[src/design/slcfr_pkg.sv]
// Package for the sync/length/checksum frame receiver.
// Shared constants and the structs passed between front, queue and back.
// No dependencies.
package slcfr_pkg;

	localparam int BUFFER_BYTES = 64;          // frame buffer size incl. length byte
	localparam int IDX_W        = 6;           // payload index / length width
	localparam int LEN_W        = 7;           // frame length / byte count width
	localparam int ADDR_W       = IDX_W + 1;   // bank bit + payload index

	localparam logic [7:0] SYNC_RESET = 8'h5a;

	// frame descriptor handed from front to back
	typedef struct packed {
		logic             bank;
		logic [7:0]       command;
		logic [IDX_W-1:0] plen;
	} desc_t;

	// payload write into the buffer owned by the back end
	typedef struct packed {
		logic              en;
		logic [ADDR_W-1:0] addr;
		logic [7:0]        data;
	} buf_wr_t;

endpackage

[src/design/sync_length_checksum_frame_receiver.sv]
// Top level of the sync/length/checksum frame receiver.
// Depends on slcfr_pkg, slcfr_front, slcfr_desc_fifo and slcfr_back.
//
// Received bytes are pushed one beat at a time; the front end takes a byte every
// cycle unless full is high. A frame is two consecutive sync_value bytes, a
// length byte (counting itself, the command and the payload, clamped to 64,
// abandoned if below 2), the command, the payload and an 8-bit wrapping sum of
// length, command and payload. A good frame is replayed as one result per
// payload byte, or as a single has_data=0 result for an empty payload; a bad
// sum drops it silently. Payload is kept in a two-bank buffer, so the next
// frame can be received while the previous one is still being replayed; full
// rises only when both banks hold frames awaiting replay, and falls as soon as
// the oldest one has been read out. Replay runs at one result per cycle
// while pop keeps up, set by the single read port of the buffer; each result
// is registered out of the buffer read before it shows. sync_value is written
// over its own valid/ready channel, which is always ready; it should only be
// changed while the receiver is idle. There is no clearing pass after reset.

module sync_length_checksum_frame_receiver (
	input  logic        clk,
	input  logic        arst_n,
	// receive side
	input  logic        push,
	output logic        full,
	input  logic [7:0]  rx_byte,
	// result side
	input  logic        pop,
	output logic        empty,
	output logic [7:0]  command,
	output logic [7:0]  data_byte,
	output logic [5:0]  byte_index,
	output logic [5:0]  payload_length,
	output logic        has_data,
	output logic        last,
	// sync_value register
	input  logic        cfg_valid,
	output logic        cfg_ready,
	input  logic [7:0]  cfg_data
);

	slcfr_pkg::buf_wr_t buf_wr;
	slcfr_pkg::desc_t   push_desc;
	slcfr_pkg::desc_t   head_desc;
	logic               desc_push;
	logic               desc_pop;
	logic               desc_valid;
	logic               desc_full;
	logic               beat;

	// both banks claimed: hold the sender off until replay frees one
	assign full      = desc_full;
	assign beat      = push && !desc_full;
	assign cfg_ready = 1'b1;

	slcfr_front u_front (
		.clk       (clk),
		.arst_n    (arst_n),
		.beat      (beat),
		.rx_byte   (rx_byte),
		.cfg_we    (cfg_valid),
		.cfg_data  (cfg_data),
		.buf_wr    (buf_wr),
		.desc_push (desc_push),
		.desc      (push_desc)
	);

	slcfr_desc_fifo u_desc_fifo (
		.clk       (clk),
		.arst_n    (arst_n),
		.wr        (desc_push),
		.wr_desc   (push_desc),
		.rd        (desc_pop),
		.rd_desc   (head_desc),
		.not_empty (desc_valid),
		.is_full   (desc_full)
	);

	slcfr_back u_back (
		.clk            (clk),
		.arst_n         (arst_n),
		.buf_wr         (buf_wr),
		.desc_valid     (desc_valid),
		.desc           (head_desc),
		.desc_pop       (desc_pop),
		.pop            (pop),
		.empty          (empty),
		.command        (command),
		.data_byte      (data_byte),
		.byte_index     (byte_index),
		.payload_length (payload_length),
		.has_data       (has_data),
		.last           (last)
	);

endmodule

[src/design/slcfr_front.sv]
// Front end: sync hunt, length, payload capture and checksum check.
// Depends on slcfr_pkg; pushes descriptors, writes payload via buf_wr_t.
module slcfr_front (
	input  logic                 clk,
	input  logic                 arst_n,
	input  logic                 beat,        // accepted rx beat
	input  logic [7:0]           rx_byte,
	input  logic                 cfg_we,
	input  logic [7:0]           cfg_data,
	output slcfr_pkg::buf_wr_t   buf_wr,
	output logic                 desc_push,
	output slcfr_pkg::desc_t     desc
);

	localparam logic [1:0] PH_SYNC = 2'd0;
	localparam logic [1:0] PH_LEN  = 2'd1;
	localparam logic [1:0] PH_DATA = 2'd2;
	localparam logic [1:0] PH_SUM  = 2'd3;

	logic [1:0]                      phase_q;
	logic                            sync_seen_q;
	logic [slcfr_pkg::LEN_W-1:0]     byte_count_q;
	logic [slcfr_pkg::LEN_W-1:0]     frame_length_q;
	logic [7:0]                      sum_q;
	logic [7:0]                      sync_value_q;
	logic [7:0]                      command_q;
	logic                            bank_q;

	logic [slcfr_pkg::LEN_W-1:0]     len_clamp;
	logic [slcfr_pkg::LEN_W-1:0]     count_inc;
	logic                            store;

	assign len_clamp = (rx_byte > 8'(slcfr_pkg::BUFFER_BYTES)) ?
		slcfr_pkg::LEN_W'(slcfr_pkg::BUFFER_BYTES) : rx_byte[slcfr_pkg::LEN_W-1:0];
	assign count_inc = byte_count_q + 1'b1;
	assign store     = beat && (phase_q == PH_DATA) && (byte_count_q < frame_length_q);

	// command byte sits at position one, payload from position two onwards
	assign buf_wr.en   = store && (byte_count_q != slcfr_pkg::LEN_W'(1));
	assign buf_wr.addr = {bank_q, slcfr_pkg::IDX_W'(byte_count_q - slcfr_pkg::LEN_W'(2))};
	assign buf_wr.data = rx_byte;

	assign desc_push    = beat && (phase_q == PH_SUM) && (rx_byte == sum_q);
	assign desc.bank    = bank_q;
	assign desc.command = command_q;
	assign desc.plen    = slcfr_pkg::IDX_W'(frame_length_q - slcfr_pkg::LEN_W'(2));

	always_ff @(posedge clk or negedge arst_n) begin
		if (!arst_n) begin
			sync_value_q <= slcfr_pkg::SYNC_RESET;
		end else if (cfg_we) begin
			sync_value_q <= cfg_data;
		end
	end

	always_ff @(posedge clk) begin
		if (store && (byte_count_q == slcfr_pkg::LEN_W'(1))) begin
			command_q <= rx_byte;
		end
	end

	always_ff @(posedge clk or negedge arst_n) begin
		if (!arst_n) begin
			phase_q        <= PH_SYNC;
			sync_seen_q    <= 1'b0;
			byte_count_q   <= '0;
			frame_length_q <= '0;
			sum_q          <= '0;
			bank_q         <= 1'b0;
		end else if (beat) begin
			case (phase_q)
				PH_SYNC: begin
					if (rx_byte == sync_value_q) begin
						if (sync_seen_q) begin
							sync_seen_q  <= 1'b0;
							byte_count_q <= '0;
							sum_q        <= '0;
							phase_q      <= PH_LEN;
						end else begin
							sync_seen_q <= 1'b1;
						end
					end else begin
						sync_seen_q <= 1'b0;
					end
				end
				PH_LEN: begin
					if (len_clamp < slcfr_pkg::LEN_W'(2)) begin
						byte_count_q <= '0;
						phase_q      <= PH_SYNC;
					end else begin
						frame_length_q <= len_clamp;
						sum_q          <= {1'b0, len_clamp};
						byte_count_q   <= slcfr_pkg::LEN_W'(1);
						phase_q        <= PH_DATA;
					end
				end
				PH_DATA: begin
					if (store) begin
						byte_count_q <= count_inc;
						sum_q        <= sum_q + rx_byte;
						if (count_inc >= frame_length_q) begin
							phase_q <= PH_SUM;
						end
					end else begin
						phase_q <= PH_SUM;
					end
				end
				default: begin
					if (desc_push) begin
						bank_q <= ~bank_q;    // next frame goes to the other bank
					end
					byte_count_q <= '0;
					phase_q      <= PH_SYNC;
				end
			endcase
		end
	end

endmodule

[src/design/slcfr_desc_fifo.sv]
// Two-entry descriptor queue between front and back ends.
// Depends on slcfr_pkg for desc_t.
module slcfr_desc_fifo (
	input  logic              clk,
	input  logic              arst_n,
	input  logic              wr,
	input  slcfr_pkg::desc_t  wr_desc,
	input  logic              rd,
	output slcfr_pkg::desc_t  rd_desc,
	output logic              not_empty,
	output logic              is_full
);

	slcfr_pkg::desc_t slot_q [2];
	logic             wp_q;
	logic             rp_q;
	logic [1:0]       count_q;

	assign rd_desc   = slot_q[rp_q];
	assign not_empty = (count_q != 2'd0);
	assign is_full   = (count_q == 2'd2);

	always_ff @(posedge clk) begin
		if (wr) begin
			slot_q[wp_q] <= wr_desc;
		end
	end

	always_ff @(posedge clk or negedge arst_n) begin
		if (!arst_n) begin
			wp_q    <= 1'b0;
			rp_q    <= 1'b0;
			count_q <= '0;
		end else begin
			if (wr) begin
				wp_q <= ~wp_q;
			end
			if (rd) begin
				rp_q <= ~rp_q;
			end
			case ({wr, rd})
				2'b10:   count_q <= count_q + 2'd1;
				2'b01:   count_q <= count_q - 2'd1;
				default: count_q <= count_q;
			endcase
		end
	end

endmodule

[src/design/slcfr_back.sv]
// Back end: two-bank payload buffer and frame replay, one result per cycle while pop keeps up.
// Depends on slcfr_pkg; reads descriptors from slcfr_desc_fifo.
module slcfr_back (
	input  logic                         clk,
	input  logic                         arst_n,
	input  slcfr_pkg::buf_wr_t           buf_wr,
	input  logic                         desc_valid,
	input  slcfr_pkg::desc_t             desc,
	output logic                         desc_pop,
	input  logic                         pop,
	output logic                         empty,
	output logic [7:0]                   command,
	output logic [7:0]                   data_byte,
	output logic [slcfr_pkg::IDX_W-1:0]  byte_index,
	output logic [slcfr_pkg::IDX_W-1:0]  payload_length,
	output logic                         has_data,
	output logic                         last
);

	logic [7:0]                  mem [2**slcfr_pkg::ADDR_W];
	logic [7:0]                  rdata_q;
	logic [slcfr_pkg::IDX_W-1:0] idx_q;
	logic                        out_valid_q;
	logic [7:0]                  cmd_q;
	logic [slcfr_pkg::IDX_W-1:0] bidx_q;
	logic [slcfr_pkg::IDX_W-1:0] plen_q;
	logic                        has_q;
	logic                        last_q;

	logic issue;
	logic empty_frame;
	logic is_last;

	assign issue       = desc_valid && (!out_valid_q || pop);
	assign empty_frame = (desc.plen == '0);
	assign is_last     = empty_frame || ((idx_q + 1'b1) == desc.plen);
	assign desc_pop    = issue && is_last;

	always_ff @(posedge clk) begin
		if (buf_wr.en) begin
			mem[buf_wr.addr] <= buf_wr.data;
		end
		if (issue) begin
			rdata_q <= mem[{desc.bank, idx_q}];
			cmd_q   <= desc.command;
			bidx_q  <= idx_q;
			plen_q  <= desc.plen;
			has_q   <= !empty_frame;
			last_q  <= is_last;
		end
	end

	always_ff @(posedge clk or negedge arst_n) begin
		if (!arst_n) begin
			out_valid_q <= 1'b0;
			idx_q       <= '0;
		end else begin
			if (issue) begin
				out_valid_q <= 1'b1;
				idx_q       <= is_last ? '0 : idx_q + 1'b1;
			end else if (pop) begin
				out_valid_q <= 1'b0;
			end
		end
	end

	assign empty          = !out_valid_q;
	assign command        = cmd_q;
	assign data_byte      = has_q ? rdata_q : 8'd0;
	assign byte_index     = bidx_q;
	assign payload_length = plen_q;
	assign has_data       = has_q;
	assign last           = last_q;

endmodule

[config.mk]
export PLATFORM = sky130hd
export DESIGN_NAME = sync_length_checksum_frame_receiver
export DESIGN_NICKNAME = d
export VERILOG_FILES = /design/src/design/slcfr_pkg.sv /design/src/design/sync_length_checksum_frame_receiver.sv /design/src/design/slcfr_front.sv /design/src/design/slcfr_desc_fifo.sv /design/src/design/slcfr_back.sv
export SDC_FILE = /design/constraint.sdc
export NUM_CORES = 1
export LEC_CHECK = 0
export BUFFER_PORTS_ARGS = -buffer_cell sky130_fd_sc_hd__buf_2
export CAP_MARGIN = 0
export CORE_UTILIZATION = 40
export DETAILED_ROUTE_END_ITERATION = 10
export PLACE_DENSITY = 0.57
export SYNTH_ARGS = -nofsm -noshare
export SYNTH_HDL_FRONTEND = slang
export SYNTH_HIERARCHICAL = 1
export SYNTH_SLANG_ARGS = --single-unit
[constraint.sdc]
create_clock -name clk -period 4.8 [get_ports clk]
set_input_delay 0 -clock clk [delete_from_list [all_inputs] [get_ports clk]]
set_output_delay 0 -clock clk [all_outputs]
set_load 0.005 [all_outputs]
==> out/results.tsv <==
stage	metric	value	unit
outcome	outcome	complete, no violations	
route	WL/cell	25.8	um
global_routing	GRT Total Usage	19.1	%
run	Max Cap Viol	0	
worst_setup_path	Worst Setup SP	u_front/byte_count_q[4]$_DFFE_PN0P_	
cells_and_area	post-layout util	45.9	%
global_routing	vias in the first global route	24800	
global_routing	remaining global-route overflow	0	
synth	most common cell in the netlist	edfxtp_1	
floorplan	std cell rows	124	
floorplan	Core Region	114000	um2
global_routing	initial antenna violation count	4	
route	via-per-instance ratio	5.53	
cells_and_area	area added between synthesis and finish	13.7	%
worst_setup_path	critical path class	reg -> reg	
sta	final setup vio count	0	
clock_network	Clock transition at path regs	0.06	ns
power	PD cells	494	nW/um2
route	DR iter-0 viols	2279	
power	peak supply drop	0.329	mV
placement	gpl congestion	0.821	
floorplan	die footprint	117000	um2
synth	post-synth top area cell	edfxtp_1	
route	Routed WL	112000	um
clock_network	CTS Buffer Depth	3	
sta	maximum operating frequency	0.243	GHz
clock_network	Post-CTS Resized	0	
worst_setup_path	critical path fanouts, max	8	
sta	Rel. slew slack	20.5	%
floorplan	Initial Utilization	40.3	%
cells_and_area	layout cells sized above 1	18.8	%
synth	most instantiated cells after synthesis	edfxtp_1, mux2i_1, mux4_2	
synth	warning count from the yosys run	6	
synth	Mapped Area	46100	um2
sta	Worst-Margin Slew	1.19	ns
placement	Port Buffers	52	
synth	EDFF count, synth	1092	
clock_network	Max H-tree Level	3	
clock_network	worst-skew pair later-pin latency	0.70	ns
worst_setup_path	FF-to-FF path depth	10	
synth	Mapped Cells	2586	
worst_setup_path	worst r2r src	u_front/byte_count_q[4]$_DFFE_PN0P_	
global_routing	first-pass GRT wire length	165000	um
synth	Synth top area share	71.1	%
route	Antenna Nets Post-Route	0	
worst_setup_path	CP Capture Type	flip-flop	
power	P_leak	16.9	nW
sta	min cycle time layout	4.12	ns
synth	FFs w/ async S/R, synth	3.96	%
synth	Syn Nets	2641	
route	First-pass DRT Iterations	5	
global_routing	largest net degree at the start of global routing	120	
synth	syn_area_per_cell	17.8	um2
synth	Synth Register Bits	1137	
synth	sequential-to-total area share from yosys stat	73.6	%
synth	largest cells by area after synthesis	edfxtp_1, mux4_2, mux2i_1, dfrtp_1, a22oi_1	
clock_network	CTS Sinks	1137	
min_path	min-delay src	rx_byte[1]	
synth	top_reg_cell synth	edfxtp_1	
floorplan	Die Y	342	um
min_path	WHS Path Cells	3	
min_path	Hold Path Class	in -> reg	
sta	Clock Skews	0.0245	ns
route	Vias	24000	
sta	part of the cycle the worst path needs	85.8	%
cells_and_area	Nets	2781	
clock_network	root buffer cell	clkbuf_16	
clock_network	CTS tree	yes	
worst_setup_path	CP required	5.12	ns
worst_setup_path	CP Launch Type	flip-flop	
synth	library cells used by synthesis	67	
sta	fin. max-slew vios	0	
floorplan	I/O pins	54	
floorplan	die width	342	um
clock_network	CTS Buf Count	116	
cells_and_area	# diodes	0	
route	DRC violation count after routing	0	
worst_setup_path	CP arrival	4.43	ns
sta	RSZ-0062 raised after global routing	false	
sta	setup TNS	0	ns
sta	Final Hold Vio Count	0	
placement	DP Wirelength	67700	um
==> cell usage in the layout (no fill, tap or decap), drive strengths merged, types with 4 or more instances in the layout <==
cell / n
edfxtp: 1092
mux2i: 260
buf: 154
clkbuf: 145
mux4: 144
nor2: 141
a22oi: 128
nand2: 116
a21oi: 73
nand2b: 71
a31oi: 66
clkinv: 46
dfrtp: 41
mux2: 37
ha: 33
o21ai: 30
inv: 29
nand3: 27
dlygate4sd3: 25
xnor2: 22
nor3: 16
nor2b: 16
xor2: 14
bufinv: 13
and2: 11
nand4: 7
or3: 6
or2: 6
a211oi: 5
dfstp: 4
nor4: 4
==> worst max-delay path, cell delays in order (launching register included) <==
cell,delay (ns)
dfrtp_1,0.48
ha_1,0.37
a211oi_1,0.25
a31oi_1,0.18
or2_1,0.32
nor3_1,0.25
buf_4,0.23
nor2b_1,0.28
nand2_1,0.43
buf_4,0.36
nor2_1,0.58
==> routing by layer <==
metal / up-vias / routed length [um] / global-route usage (%) / part of all wire, %
li1: 10500 / - / - / -
met1: 12600 / 47000 / 25.7 / 42
met2: 720 / 55900 / 32.4 / 50
met3: 138 / 6460 / 2.82 / 5.8
met4: 0 / 2320 / 5.18 / 2.1
met5: - / 0 / 0 / 0
==> flip-flops by register name, summed over array words and instances, names as in the netlist, 7 cells and up <==
name                    flops
u_desc_fifo/slot_q         30
u_front/byte_count_q        7
u_back/mem               1024
u_front/sum_q               8
u_front/command_q           8
u_front/frame_length_q      7
u_back/command              8
u_back/rdata_q              8
u_front/sync_value_q        8
==> worst paths after layout <==
kind                                                         endpoint  slack [ns]
worst max-delay path                     u_back/mem[114][0]$_DFFE_PP_        0.68
worst min-delay path            u_front/frame_length_q[1]$_DFFE_PN0P_        0.02
worst max register to register           u_back/mem[114][0]$_DFFE_PP_        0.68
worst min register to register    u_desc_fifo/slot_q[0][10]$_DFFE_PP_        0.44
max in group asynchronous                 u_back/idx_q[1]$_DFFE_PN0P_        3.82
min in group asynchronous              u_back/out_valid_q$_DFFE_PN0P_        0.49
==> cell type report <==
class                      instances  area, um2
clock buffer                     145       3070
clock inverter                    67        757
fill                            9646      61900
inverter                          24       90.1
multi-input combinational       1268      11300
sequential                      1137      33900
tap                             1512       1890
timing repair buffer             179       1410
==> logic make-up (layout without fill, tap and decap cells) <==
logic type | Yosys count | after routing | share of synthesized area (%)
simple gates | 431 | 431 | 4.47
mux | 441 | 441 | 13.7
buf+inv | 181 | 415 | 2.06
flops | 1137 | 1137 | 73.6
fa+ha+maj | 34 | 34 | 0.939
compound gates | 325 | 325 | 4.63
other cells | 1 | 1 | 0.00813
xor+xnor | 36 | 36 | 0.684
==> power by group <==
group / switching, W / leakage (nW) / internal [W]
logic: 0.00323 / 4.61 / 0.00228
clock network: 0.00375 / 1.88 / 0.00524
registers: 0.000278 / 10.4 / 0.0111
total: 0.00726 / 16.9 / 0.0186
==> through the flow <==
step	hold slack, ns	setup slack [ns]	std cells	area, um2	total power (W)
after floorplan	-0.296	1.64	2586	46100	0.0154
after global placement	0.127	0.805	4095	48400	0.0171
after detailed placement	0.148	0.749	4095	48400	0.0171
after CTS	0.00357	0.702	4332	52400	0.0261
after global routing	0.0601	0.407	4332	52400	0.0268
final	0.0223	0.683	4332	52400	0.0259
==> what timing repair did <==
item                       4_1_cts  5_1_grt
setup endpoints to repair        0        0
setup buffers                    0        0
hold buffers                    25        0
hold endpoints to repair       278        0
(Power assumes the default switching activity.)
